$ cat src/hw/rtl/spim_pkg.sv
// Shared types, codes and sizes of the SPI master core.
package spim_pkg;

    localparam int DATA_BITS_DEF   = 8;
    localparam int QUEUE_DEPTH_DEF = 2;

    localparam int OP_W        = 3;
    localparam int BYTE_W      = 8;
    localparam int HALF_W      = 16;
    localparam int MODE_W      = 2;
    localparam int S_TDATA_W   = 16;
    localparam int M_TDATA_W   = 16;
    localparam int CFG_INDEX_W = 8;
    localparam int CFG_DATA_W  = 16;

    // operation codes on the input word
    localparam logic [OP_W-1:0] OP_NONE = 3'd0;
    localparam logic [OP_W-1:0] OP_SEND = 3'd1;
    localparam logic [OP_W-1:0] OP_RECV = 3'd2;
    localparam logic [OP_W-1:0] OP_XFER = 3'd3;
    localparam logic [OP_W-1:0] OP_CS   = 3'd4;

    // configuration register indexes
    localparam logic [CFG_INDEX_W-1:0] CFG_SPI_MODE    = 8'd0;
    localparam logic [CFG_INDEX_W-1:0] CFG_HALF_PERIOD = 8'd1;

    typedef enum logic [1:0] {
        ACT_IDLE,
        ACT_SEND,
        ACT_RECV,
        ACT_XFER
    } act_t;

    // classified command, one per tick
    typedef struct packed {
        logic               start;
        act_t               act;
        logic               set_cs;
        logic               cs_level;
        logic [BYTE_W-1:0]  tx_byte;
        logic               miso;
    } cmd_t;

    typedef struct packed {
        logic                   valid;
        logic [CFG_INDEX_W-1:0] index;
        logic [CFG_DATA_W-1:0]  data;
    } cfg_wr_t;

endpackage

$ cat src/hw/rtl/spi_master_four_modes_core.sv
// Top level of the tick-level SPI master, SPI modes 0 to 3.
//
// Each input word is one tick of the SPI shifter: an operation in s_tuser
// (none, send, receive, transfer, set chip select; unused codes act as none)
// plus the byte to send, the chip select level and the sampled MISO pin in
// s_tdata. Every input word yields exactly one output word carrying the pin
// levels (SCK, MOSI, chip select) and status after that tick, in order. The
// core accepts one word per clock cycle while the output side keeps up; when
// m_tready is low the queue fills and s_tready drops. An accepted word is
// written into the front queue, popped by the back end, and its result word is
// registered in the output word register, which holds it until taken. The
// rate is set by the back end, which applies one tick of shifter state per
// cycle in which it pops a word. A front end classifies each word and writes
// it into a two-entry queue, so the input keeps flowing until it is full.
// Words are DATA_BITS wide, shifted MSB first; each bit takes two half
// periods of half_period ticks (zero counts as one). Commands arriving while a
// word is in progress, including chip select, are ignored. Configuration:
// index 0 is spi_mode (bit 1 CPOL, bit 0 CPHA, also drives SCK to the new
// CPOL at once), index 1 is half_period; other indexes are dropped. Write
// configuration only while the core is idle with all output words taken.
module spi_master_four_modes_core #(
    parameter int DATA_BITS   = spim_pkg::DATA_BITS_DEF,
    parameter int QUEUE_DEPTH = spim_pkg::QUEUE_DEPTH_DEF
) (
    input  logic                              aclk,
    input  logic                              aresetn,

    // input words
    input  logic                              s_tvalid,
    output logic                              s_tready,
    // [7:0] tx_byte, [8] cs_level, [9] miso, [15:10] zero
    input  logic [spim_pkg::S_TDATA_W-1:0]    s_tdata,
    // [2:0] operation
    input  logic [spim_pkg::OP_W-1:0]         s_tuser,

    // result words
    output logic                              m_tvalid,
    input  logic                              m_tready,
    // [0] sck, [1] mosi, [2] chip_select, [3] busy_res, [4] done_res,
    // [12:5] rx_byte, [15:13] zero
    output logic [spim_pkg::M_TDATA_W-1:0]    m_tdata,

    // configuration writes
    input  logic                              cfg_valid,
    output logic                              cfg_ready,
    input  logic [spim_pkg::CFG_INDEX_W-1:0]  cfg_index,
    input  logic [spim_pkg::CFG_DATA_W-1:0]   cfg_data
);
    import spim_pkg::*;

    cmd_t    front_cmd;
    cmd_t    back_cmd;
    logic    q_push;
    logic    q_pop;
    logic    q_full;
    logic    q_not_empty;
    cfg_wr_t cfg_wr;

    // registers always take a write
    assign cfg_ready    = 1'b1;
    assign cfg_wr.valid = cfg_valid;
    assign cfg_wr.index = cfg_index;
    assign cfg_wr.data  = cfg_data;

    spim_front u_front (
        .s_tvalid (s_tvalid),
        .s_tready (s_tready),
        .s_tdata  (s_tdata),
        .s_tuser  (s_tuser),
        .q_full   (q_full),
        .q_push   (q_push),
        .q_cmd    (front_cmd)
    );

    spim_queue #(
        .WIDTH ($bits(cmd_t)),
        .DEPTH (QUEUE_DEPTH)
    ) u_queue (
        .aclk      (aclk),
        .aresetn   (aresetn),
        .push      (q_push),
        .push_data (front_cmd),
        .pop       (q_pop),
        .pop_data  (back_cmd),
        .full      (q_full),
        .not_empty (q_not_empty)
    );

    spim_back #(
        .DATA_BITS (DATA_BITS)
    ) u_back (
        .aclk        (aclk),
        .aresetn     (aresetn),
        .cfg_wr      (cfg_wr),
        .q_not_empty (q_not_empty),
        .q_cmd       (back_cmd),
        .q_pop       (q_pop),
        .m_tvalid    (m_tvalid),
        .m_tready    (m_tready),
        .m_tdata     (m_tdata)
    );

endmodule

$ cat src/hw/rtl/spim_front.sv
// Front end: take input words and classify the operation into a command.
module spim_front (
    input  logic                            s_tvalid,
    output logic                            s_tready,
    input  logic [spim_pkg::S_TDATA_W-1:0]  s_tdata,
    input  logic [spim_pkg::OP_W-1:0]       s_tuser,
    input  logic                            q_full,
    output logic                            q_push,
    output spim_pkg::cmd_t                  q_cmd
);
    import spim_pkg::*;

    assign s_tready = !q_full;
    assign q_push   = s_tvalid && !q_full;

    always_comb begin
        q_cmd          = '0;
        q_cmd.act      = ACT_IDLE;
        q_cmd.tx_byte  = s_tdata[BYTE_W-1:0];
        q_cmd.cs_level = s_tdata[BYTE_W];
        q_cmd.miso     = s_tdata[BYTE_W+1];
        case (s_tuser)
            OP_SEND: begin
                q_cmd.start = 1'b1;
                q_cmd.act   = ACT_SEND;
            end
            OP_RECV: begin
                q_cmd.start = 1'b1;
                q_cmd.act   = ACT_RECV;
            end
            OP_XFER: begin
                q_cmd.start = 1'b1;
                q_cmd.act   = ACT_XFER;
            end
            OP_CS: begin
                q_cmd.set_cs = 1'b1;
            end
            default: begin
                // none and unused codes: plain tick
                q_cmd.start = 1'b0;
            end
        endcase
    end

endmodule

$ cat src/hw/rtl/spim_queue.sv
// Short register queue between front and back end.
module spim_queue #(
    parameter int WIDTH = 8,
    parameter int DEPTH = 2
) (
    input  logic             aclk,
    input  logic             aresetn,
    input  logic             push,
    input  logic [WIDTH-1:0] push_data,
    input  logic             pop,
    output logic [WIDTH-1:0] pop_data,
    output logic             full,
    output logic             not_empty
);
    localparam int AW = (DEPTH > 1) ? $clog2(DEPTH) : 1;
    localparam int CW = $clog2(DEPTH + 1);

    logic [WIDTH-1:0] mem_reg [DEPTH];
    logic [AW-1:0]    wr_ptr_reg, wr_ptr_next;
    logic [AW-1:0]    rd_ptr_reg, rd_ptr_next;
    logic [CW-1:0]    count_reg, count_next;

    assign full      = (count_reg == CW'(DEPTH));
    assign not_empty = (count_reg != '0);
    assign pop_data  = mem_reg[rd_ptr_reg];

    always_comb begin
        wr_ptr_next = wr_ptr_reg;
        rd_ptr_next = rd_ptr_reg;
        count_next  = count_reg;
        if (push) begin
            wr_ptr_next = (wr_ptr_reg == AW'(DEPTH - 1)) ? '0 : wr_ptr_reg + 1'b1;
        end
        if (pop) begin
            rd_ptr_next = (rd_ptr_reg == AW'(DEPTH - 1)) ? '0 : rd_ptr_reg + 1'b1;
        end
        if (push && !pop) begin
            count_next = count_reg + 1'b1;
        end else if (pop && !push) begin
            count_next = count_reg - 1'b1;
        end
    end

    always_ff @(posedge aclk) begin
        if (!aresetn) begin
            wr_ptr_reg <= '0;
            rd_ptr_reg <= '0;
            count_reg  <= '0;
        end else begin
            wr_ptr_reg <= wr_ptr_next;
            rd_ptr_reg <= rd_ptr_next;
            count_reg  <= count_next;
        end
    end

    always_ff @(posedge aclk) begin
        if (push) begin
            mem_reg[wr_ptr_reg] <= push_data;
        end
    end

endmodule

$ cat src/hw/rtl/spim_back.sv
// Back end: shift engine, configuration registers and output word register.
module spim_back #(
    parameter int DATA_BITS = spim_pkg::DATA_BITS_DEF
) (
    input  logic                            aclk,
    input  logic                            aresetn,
    input  spim_pkg::cfg_wr_t               cfg_wr,
    input  logic                            q_not_empty,
    input  spim_pkg::cmd_t                  q_cmd,
    output logic                            q_pop,
    output logic                            m_tvalid,
    input  logic                            m_tready,
    output logic [spim_pkg::M_TDATA_W-1:0]  m_tdata
);
    import spim_pkg::*;

    localparam int CNT_W = $clog2(DATA_BITS + 1);

    logic [MODE_W-1:0]    mode_reg;
    logic [HALF_W-1:0]    hp_reg;
    logic [DATA_BITS-1:0] tx_reg, tx_next;
    logic [DATA_BITS-1:0] rx_reg, rx_next;
    logic [CNT_W-1:0]     bit_cnt_reg, bit_cnt_next;
    logic [HALF_W-1:0]    half_cnt_reg, half_cnt_next;
    logic                 bit_half_reg, bit_half_next;
    act_t                 act_reg, act_next;
    logic                 sck_reg, sck_next;
    logic                 mosi_reg, mosi_next;
    logic                 cs_reg, cs_next;
    logic                 done_c;
    logic [BYTE_W-1:0]    rx_out_c;
    logic                 m_tvalid_reg;
    logic [M_TDATA_W-1:0] m_tdata_reg, m_tdata_next;
    logic                 cpol, cpha;
    logic [HALF_W-1:0]    hp_eff;

    assign cpol     = mode_reg[1];
    assign cpha     = mode_reg[0];
    assign hp_eff   = (hp_reg == '0) ? HALF_W'(1) : hp_reg;
    assign q_pop    = q_not_empty && (!m_tvalid_reg || m_tready);
    assign m_tvalid = m_tvalid_reg;
    assign m_tdata  = m_tdata_reg;

    always_comb begin
        tx_next       = tx_reg;
        rx_next       = rx_reg;
        bit_cnt_next  = bit_cnt_reg;
        half_cnt_next = half_cnt_reg;
        bit_half_next = bit_half_reg;
        act_next      = act_reg;
        sck_next      = sck_reg;
        mosi_next     = mosi_reg;
        cs_next       = cs_reg;
        done_c        = 1'b0;
        rx_out_c      = '0;

        if (act_reg == ACT_IDLE) begin
            if (q_cmd.start) begin
                // load the word and open bit 0 on the same tick
                act_next      = q_cmd.act;
                rx_next       = '0;
                bit_cnt_next  = '0;
                if (q_cmd.act != ACT_RECV) begin
                    mosi_next = q_cmd.tx_byte[DATA_BITS > BYTE_W ? 0 : DATA_BITS-1]
                                & (DATA_BITS <= BYTE_W);
                end
                tx_next       = DATA_BITS'(q_cmd.tx_byte) << 1;
                if (cpha) begin
                    sck_next  = !cpol;
                end
                half_cnt_next = '0;
                bit_half_next = 1'b0;
            end else if (q_cmd.set_cs) begin
                cs_next = q_cmd.cs_level;
            end
        end else begin
            half_cnt_next = half_cnt_reg + 1'b1;
            if (half_cnt_next >= hp_eff) begin
                half_cnt_next = '0;
                if (!bit_half_reg) begin
                    // leading or trailing edge in mid-bit, sample here
                    sck_next = cpha ? cpol : !cpol;
                    if (act_reg != ACT_SEND) begin
                        rx_next = {rx_reg[DATA_BITS-2:0], q_cmd.miso};
                    end
                    bit_half_next = 1'b1;
                end else begin
                    if (!cpha) begin
                        sck_next = cpol;
                    end
                    bit_cnt_next = bit_cnt_reg + 1'b1;
                    if (bit_cnt_next >= CNT_W'(DATA_BITS)) begin
                        done_c = 1'b1;
                        if (act_reg != ACT_SEND) begin
                            rx_out_c = BYTE_W'(rx_reg);
                        end
                        act_next      = ACT_IDLE;
                        bit_cnt_next  = '0;
                        bit_half_next = 1'b0;
                    end else begin
                        // next bit: drive MSB, advance the shifter
                        if (act_reg != ACT_RECV) begin
                            mosi_next = tx_reg[DATA_BITS-1];
                        end
                        tx_next = tx_reg << 1;
                        if (cpha) begin
                            sck_next = !cpol;
                        end
                        bit_half_next = 1'b0;
                    end
                end
            end
        end

        m_tdata_next = '0;
        m_tdata_next[0]                 = sck_next;
        m_tdata_next[1]                 = mosi_next;
        m_tdata_next[2]                 = cs_next;
        m_tdata_next[3]                 = (act_next != ACT_IDLE);
        m_tdata_next[4]                 = done_c;
        m_tdata_next[5 +: BYTE_W]       = rx_out_c;
    end

    always_ff @(posedge aclk) begin
        if (!aresetn) begin
            mode_reg     <= '0;
            hp_reg       <= HALF_W'(1);
            tx_reg       <= '0;
            rx_reg       <= '0;
            bit_cnt_reg  <= '0;
            half_cnt_reg <= '0;
            bit_half_reg <= 1'b0;
            act_reg      <= ACT_IDLE;
            sck_reg      <= 1'b0;
            mosi_reg     <= 1'b1;
            cs_reg       <= 1'b1;
            m_tvalid_reg <= 1'b0;
        end else begin
            if (q_pop) begin
                tx_reg       <= tx_next;
                rx_reg       <= rx_next;
                bit_cnt_reg  <= bit_cnt_next;
                half_cnt_reg <= half_cnt_next;
                bit_half_reg <= bit_half_next;
                act_reg      <= act_next;
                mosi_reg     <= mosi_next;
                cs_reg       <= cs_next;
            end
            // a mode write drives SCK to the new polarity at once
            if (cfg_wr.valid && cfg_wr.index == CFG_SPI_MODE) begin
                sck_reg <= cfg_wr.data[1];
            end else if (q_pop) begin
                sck_reg <= sck_next;
            end
            m_tvalid_reg <= q_pop || (m_tvalid_reg && !m_tready);
            if (cfg_wr.valid) begin
                if (cfg_wr.index == CFG_SPI_MODE) begin
                    mode_reg <= cfg_wr.data[MODE_W-1:0];
                end else if (cfg_wr.index == CFG_HALF_PERIOD) begin
                    hp_reg <= cfg_wr.data[HALF_W-1:0];
                end
            end
        end
    end

    always_ff @(posedge aclk) begin
        if (q_pop) begin
            m_tdata_reg <= m_tdata_next;
        end
    end

`ifndef SYNTHESIS
    a_done_ends_word: assert property (@(posedge aclk) disable iff (!aresetn)
        (q_pop && done_c) |=> (act_reg == ACT_IDLE))
        else $error("word did not end on done tick");

    a_idle_counters_clear: assert property (@(posedge aclk) disable iff (!aresetn)
        (act_reg == ACT_IDLE) |-> (bit_cnt_reg == '0 && half_cnt_reg == '0 && !bit_half_reg))
        else $error("bit counters not cleared while idle");

    a_no_overwrite: assert property (@(posedge aclk) disable iff (!aresetn)
        (m_tvalid_reg && !m_tready) |-> !q_pop)
        else $error("held output word overwritten");

    a_bit_count_range: assert property (@(posedge aclk) disable iff (!aresetn)
        bit_cnt_reg < CNT_W'(DATA_BITS))
        else $error("bit count out of range");
`endif

endmodule
$ cat config.mk
export PLATFORM = sky130hd
export DESIGN_NAME = spi_master_four_modes_core
export DESIGN_NICKNAME = d
export VERILOG_FILES = /design/src/hw/rtl/spim_pkg.sv /design/src/hw/rtl/spi_master_four_modes_core.sv /design/src/hw/rtl/spim_front.sv /design/src/hw/rtl/spim_queue.sv /design/src/hw/rtl/spim_back.sv
export SDC_FILE = /design/constraint.sdc
export NUM_CORES = 1
export LEC_CHECK = 0
export BUFFER_PORTS_ARGS = -buffer_cell sky130_fd_sc_hd__buf_4
export CAP_MARGIN = 20
export CORE_MARGIN = 1.5
export CORE_UTILIZATION = 35
export CTS_CLUSTER_SIZE = 40
export DETAILED_ROUTE_END_ITERATION = 6
export GPL_TIMING_DRIVEN = 0
export PLACE_DENSITY = 0.63
export REMOVE_ABC_BUFFERS = 1
export SYNTH_ARGS = -nofsm -noshare
export SYNTH_HDL_FRONTEND = slang
export SYNTH_SLANG_ARGS = --single-unit
$ cat constraint.sdc
create_clock -name aclk -period 4.2 [get_ports aclk]
set_clock_uncertainty 0.05 [all_clocks]
set_input_delay 0.21 -clock aclk [delete_from_list [all_inputs] [get_ports aclk]]
set_output_delay 0.21 -clock aclk [all_outputs]
set_load 0.005 [all_outputs]
-- Word level (Yosys, flattened, before mapping)
Memories as Yosys holds them, arrays and structs flattened. A register that Yosys moved wholly into a read port is not among the register bits.
Cells that the tools add are included.
- output and inout bits: 19
- bits in read-only memories: 0
- memory bits (writable): 28
- memories kept: 1
- word-level logic and storage cells: 139
- register bits: 78
- latch bits: 0
- input bits: 48
- memories (name ; depth ; width ; read ports ; clocked after memory_dff ; wr ports ; line ; source):
    u_queue.mem_reg ; 2 ; 14 ; 1 ; 1 ; 1 ; spim_queue.sv:18 ; logic [WIDTH-1:0] mem_reg [DEPTH];
- reduce and logical (&&, ||, !) cells: 34
- add/sub/neg operators: 6
- multipliers: 0
- muxes and demuxes: 61
- shift-type cells: 0
- div/mod/pow operators: 0
- bitwise gates (word level): 5
- equality and inequality tests: 12
- order comparisons: 2
- operators with widths (kind ; number):
    two-way mux 8 bit ; 10
    two-way mux 16 bit ; 4
    two-way mux 1 bit ; 34
    two-way mux 4 bit ; 5
    adder 16 x 1 -> 16 bit (second input constant) ; 1
    greater-or-equal comparator 16 bit ; 1
    logical NOT 16 bit ; 1
    two-way mux 2 bit ; 7
    nonzero test 2 bit ; 7
    AND reduction 5 bit ; 2
    equality test 8 x 1 -> 1 bit (second input constant) ; 1
    logical NOT 8 bit ; 1
    inequality test 2 bit (second input constant) ; 4
    equality test 3 x 2 -> 1 bit (second input constant) ; 2
    logical AND 1 bit ; 6
    logical NOT 1 bit ; 6
    one-hot mux 2 bit (3 select lines) ; 1
    AND reduction 3 bit ; 2
    OR reduction 3 bit ; 2
    NOT 1 bit ; 5
    OR reduction 5 bit ; 1
    adder 4 x 1 -> 4 bit (second input constant) ; 1
    greater-or-equal comparator 4 bit (second input constant) ; 1
    inequality test 2 x 1 -> 1 bit (second input constant) ; 2
    other kinds (10) ; 13

-- Depth between registers and ports, before layout
- depth in word-level cells: 8
- mapped depth: 14
- mapped depth without buffers: 13

-- By module
A second synthesis with hierarchy kept.
- cells, all modules: 498
- area, all modules: 5167.5 sq um
- by module, submodules not included (module ; area an instance (sq um) ; times used ; seq. area each (sq um) ; cells an instance):
    spim_back ; 3803.6 ; 1 ; 1591.5 ; 415
    spim_queue ; 1227.4 ; 1 ; 940.9 ; 65
    spim_front ; 125.1 ; 1 ; 0.0 ; 16
    spi_master_four_modes_core ; 11.3 ; 1 ; 0.0 ; 2

-- Worst setup path before layout
No wires, ideal clock.
- path type: flip-flop to flip-flop
- from: register u_back.half_cnt_reg[0]
- to: register u_back.m_tdata_reg[3], in the netlist u_back.m_tdata[3], data pin
- slack: 608 ps
- path buffers: 1
- required time: 3880 ps
- library setup time: 270 ps
- cell stages (with the launch flop): 15
- data arrival time: 3272 ps
- cells stage by stage: dfxtp_1 -> ha_1 -> nand3_1 -> nor3_1 -> nand2_1 -> and2_1 -> or2_2 -> ha_1 -> nand4_1 -> or3_1 -> a2111oi_4 -> or3_4 -> buf_2 -> and4_1 -> a21oi_1
- cells in the longest elaborated chain, start to end: 5
- ends and longest elaborated chain (element ; line ; source):
    start, declared ; spim_back.sv:24 ; logic [HALF_W-1:0] half_cnt_reg, half_cnt_next;
    start signal, assigned ; spim_back.sv:143 ; half_cnt_reg <= half_cnt_next;
    adder 16 x 1 -> 16 bit ; spim_back.sv:77 ; half_cnt_next = half_cnt_reg + 1'b1;
    greater-or-equal comparator 16 bit ; spim_back.sv:78 ; if (half_cnt_next >= hp_eff) begin
    two-way mux 2 bit ; spim_back.sv:78 ;
    two-way mux 2 bit ; spim_back.sv:57 ; if (act_reg == ACT_IDLE) begin
    nonzero test 2 bit ; spim_back.sv:119 ; m_tdata_next[3] = (act_next != ACT_IDLE);
    named net u_back.m_tdata_next[3] ; spim_back.sv:33 ; logic [M_TDATA_W-1:0] m_tdata_reg, m_tdata_next;
    end signal, assigned ; spim_back.sv:168 ; m_tdata_reg <= m_tdata_next;
    end, declared ; spim_back.sv:33 ;
The timed path passes the listed nets, and every way through them passes these cells.
A chain may end at the register's enable or synchronous reset.

-- Worst setup path after layout
- from: register u_back.half_cnt_reg[0]
- to: register u_back.m_tdata_reg[1], in the netlist u_back.m_tdata[1], data pin
- cells in the longest elaborated chain, start to end: 4
- ends and longest elaborated chain (element ; line):
    adder 16 x 1 -> 16 bit ; spim_back.sv:77
    greater-or-equal comparator 16 bit ; spim_back.sv:78
    two-way mux 1 bit ; spim_back.sv:78
    two-way mux 1 bit ; spim_back.sv:57
    named net u_back.m_tdata_next[1] ; spim_back.sv:33
The timed path passes the listed nets, and every way through them passes these cells.

==> out/results.txt <==
outcome: complete, no violations
Synth-to-Final Area Change: 19.6%
highest metal used: met4
initial antenna violation count: 0
met3 wire length: 348 um
leading area contributor after synthesis: dfxtp_1
FF+latch count, synth: 106
pin count of the biggest net entering global routing: 85
Bufs and invs on worst path: 1
HPWL Detailed: 7210 um
worst hold path class: in -> reg
Slew @ Worst Pin: 0.883 ns
fin crit share: 0.951
Reg2Reg Launch Point: u_back.half_cnt_reg[0]$_SDFFE_PN0P_
worst-path cell chain: ha_1 -> nand3_2 -> nor3_2 -> nand2_1 -> and2_1 -> or2_2 -> ha_1 -> nand4_1 -> or3_1 -> a2111oi_4 -> buf_4 -> or3_4 -> a32oi_1 -> or2_2
MaxCap Viol Count: 0
post-place setup slack: -0.0395 ns
fmax: 0.250 GHz
IO Pins: 67
post-synth top area share: 0.252
most instantiated cells after synthesis: 65 x dfxtp_1, 47 x nand2_1, 45 x mux2i_1
Max Buffers Root-to-Sink: 2
routed length per instance: 13.8 um
Lkg Pwr: 2.41 nW
CORE AREA: 0.0145 mm^2
M1 WL: 4870 um
fillcell total: 1366
clk sinks: 106
GR Overflow Total: 0
TritonCTS buffer count: 9
Crit path depth: 14
Die Span Y: 125 um
Vias/cell: 5.02
sequential cell area: 0.00253 mm^2
r2r endpoint: u_back.m_tdata[1]$_DFFE_PP_
Min-Delay Startpoint: cfg_data[0]
die area: 0.0155 mm^2
Post-Place Cells: 714
CTS tree: done
Hold Violations, Final: 0
flop-to-flop setup slack: 0.21 ns
1st-pass router iterations: 4
wire length on met2: 4800 um
Tmin final: 3.99 ns
top post-synthesis cells by area: dfxtp_1 25%, edfxtp_1 24%, mux2i_1 8.7%
register area share after synthesis: 0.490
nets: 622
diode count: 0
Total Wirelength: 10200 um
Iter 0 DRT Violations: 186
Netlist cell types: 56
mapped cell area: 0.00517 mm^2
Synth Instances: 497
startpoint types: register
Hold Crit Depth: 3
layout cells sized above 1: 0.175
Die X: 125 um
Pins Over Slew Limit: 0
EDFF count, synth: 41
Total Routing Usage GR: 0.134
post-detailed-route count of antenna-violating nets: 0
R2R depth: 14
global-route wire length before repair: 17000 um
PD cells: 484 mW/mm^2
dominant synthesized flop cell: dfxtp_1
Clk Latency, worst-skew pair: 0.36 ns
Non-Filler Instances: 744
# rows: 44
DR DRC count: 0
CTS clk-pin slew, worst paths: 0.08 ns
# port buffers: 56
Largest delay share family, worst path: simple AND/OR/NAND/NOR gates
Initial Util: 0.357
vias in the first global route: 3587
H-tree lvl count: 3
Crit Path Class: reg -> reg
Placer Congestion: 0.804
# setup viols final: 0
ys async rst share: 0
CP max-delay cell: or3_1
Ys Warns: 0
Slew HR: 0.410
syn_area_per_cell: 10.4 um^2
root buf cell: clkbuf_16
hold endpoint: u_back.hp_reg[0]$_SDFFE_PN1P_
Setup crit end kind: register
vias post-DR: 3738
Max stage delay on crit path: 0.47 ns
Worst EP required: 4.26 ns
most common cell in the netlist: dfxtp_1
CP max FO: 13
multi-input logic area: 0.00245 mm^2
post-route setup slack: 0.205 ns
VDD IR-drop max: 267 uV
max FFs per register: 28
CP Data Arrival Time: 4.06 ns
layout by cell type, fill, tap and decap left out, types with 6 or more instances in the layout:
cell type / netlist / layout
o211ai_1: 7 / 7
clkbuf_16: 0 / 9
and2_1: 15 / 15
xor2_1: 8 / 8
inv_1: 22 / 22
xnor2_1: 9 / 9
nand4_1: 6 / 6
dfxtp_1: 65 / 65
a22oi_1: 13 / 13
buf_4: 5 / 60
edfxtp_1: 41 / 41
nand3_1: 24 / 23
nand2_1: 47 / 47
mux2i_1: 45 / 45
dlygate4sd3_1: 0 / 10
nor2_1: 16 / 16
or2_2: 6 / 6
nor2b_1: 37 / 37
o21ai_0: 10 / 10
ha_1: 19 / 19
a21oi_1: 8 / 8
power breakdown:
part | switching [mW] | internal (mW) | leakage (nW)
logic | 0.421 | 0.338 | 1.35
registers | 0.0981 | 1.26 | 0.916
clock network | 0.402 | 0.476 | 0.148
worst max path at each step:
stage	start	end	slack [ns]
2_1_floorplan	u_back.half_cnt_reg[0]$_SDFFE_PN0P_	u_back.rx_reg[0]$_SDFFE_PN0P_	0.58
3_3_place_gp	u_back.half_cnt_reg[0]$_SDFFE_PN0P_	u_back.rx_reg[5]$_SDFFE_PN0P_	0.03
3_5_place_dp	u_back.half_cnt_reg[0]$_SDFFE_PN0P_	u_back.rx_reg[3]$_SDFFE_PN0P_	-0.04
4_1_cts	u_back.half_cnt_reg[0]$_SDFFE_PN0P_	u_back.tx_reg[2]$_SDFFE_PN0P_	0.009
5_1_grt	u_back.half_cnt_reg[0]$_SDFFE_PN0P_	u_back.m_tdata[1]$_DFFE_PP_	-0.02
6_report	u_back.half_cnt_reg[0]$_SDFFE_PN0P_	u_back.m_tdata[1]$_DFFE_PP_	0.21
repair_timing:
action / CTS / global route
hold buffers: 10 / 0
pin swaps: 0 / 3
endpoints found under the setup margin: 8 / 44
buffers inserted: 0 / 4
resized for setup: 1 / 3
endpoints found under the hold margin: 20 / 0
layout make-up:
type	instances	share of cell area
repair buffers	72	0.0941
inverters	22	0.0134
clock buffers	10	0.0370
multi-input cells	344	0.396
clock inverters	6	0.0125
well taps	184	0.0372
flip-flops and latches	106	0.410
metrics by stage:
stage	total power, mW	hold slack [ns]	cell area, um^2	utilization	TNS (ns)
2_1_floorplan	1.82	0.222	5050	-	0
3_3_place_gp	2.09	0.345	5700	0.394	0
3_5_place_dp	2.13	0.349	5720	0.395	-0.197
4_1_cts	3.01	0.0399	6130	0.423	0
5_1_grt	3.15	0.0572	6180	0.427	-0.0336
6_report	2.99	0.0488	6180	0.427	0
worst register-to-register path: stages (launching register included):
cell	delay (ns)
dfxtp_1	0.43
ha_1	0.24
nand3_2	0.16
nor3_2	0.23
nand2_1	0.09
and2_1	0.17
or2_2	0.32
ha_1	0.28
nand4_1	0.13
or3_1	0.47
a2111oi_4	0.33
buf_4	0.19
or3_4	0.20
a32oi_1	0.13
or2_2	0.32
layer usage:
metal,global-route usage,up-vias
met1,0.170,1765
met5,0,-
met4,0.0588,0
met3,0.0301,15
li1,-,1896
met2,0.217,62
cell families (layout without fill, tap and decap cells):
kind of cell,Yosys count,after routing,synth area share
AOI/OAI and AO/OA,73,73,0.107
xor gates and xnor gates,17,17,0.0288
adders and majority gates,19,19,0.0460
buffers and inverters,49,110,0.0402
DFF,106,106,0.490
muxes,50,50,0.0980
other,2,4,0.00145
and+or+nand+nor,181,181,0.189
Note: power is estimated with default switching activity, not from simulation.
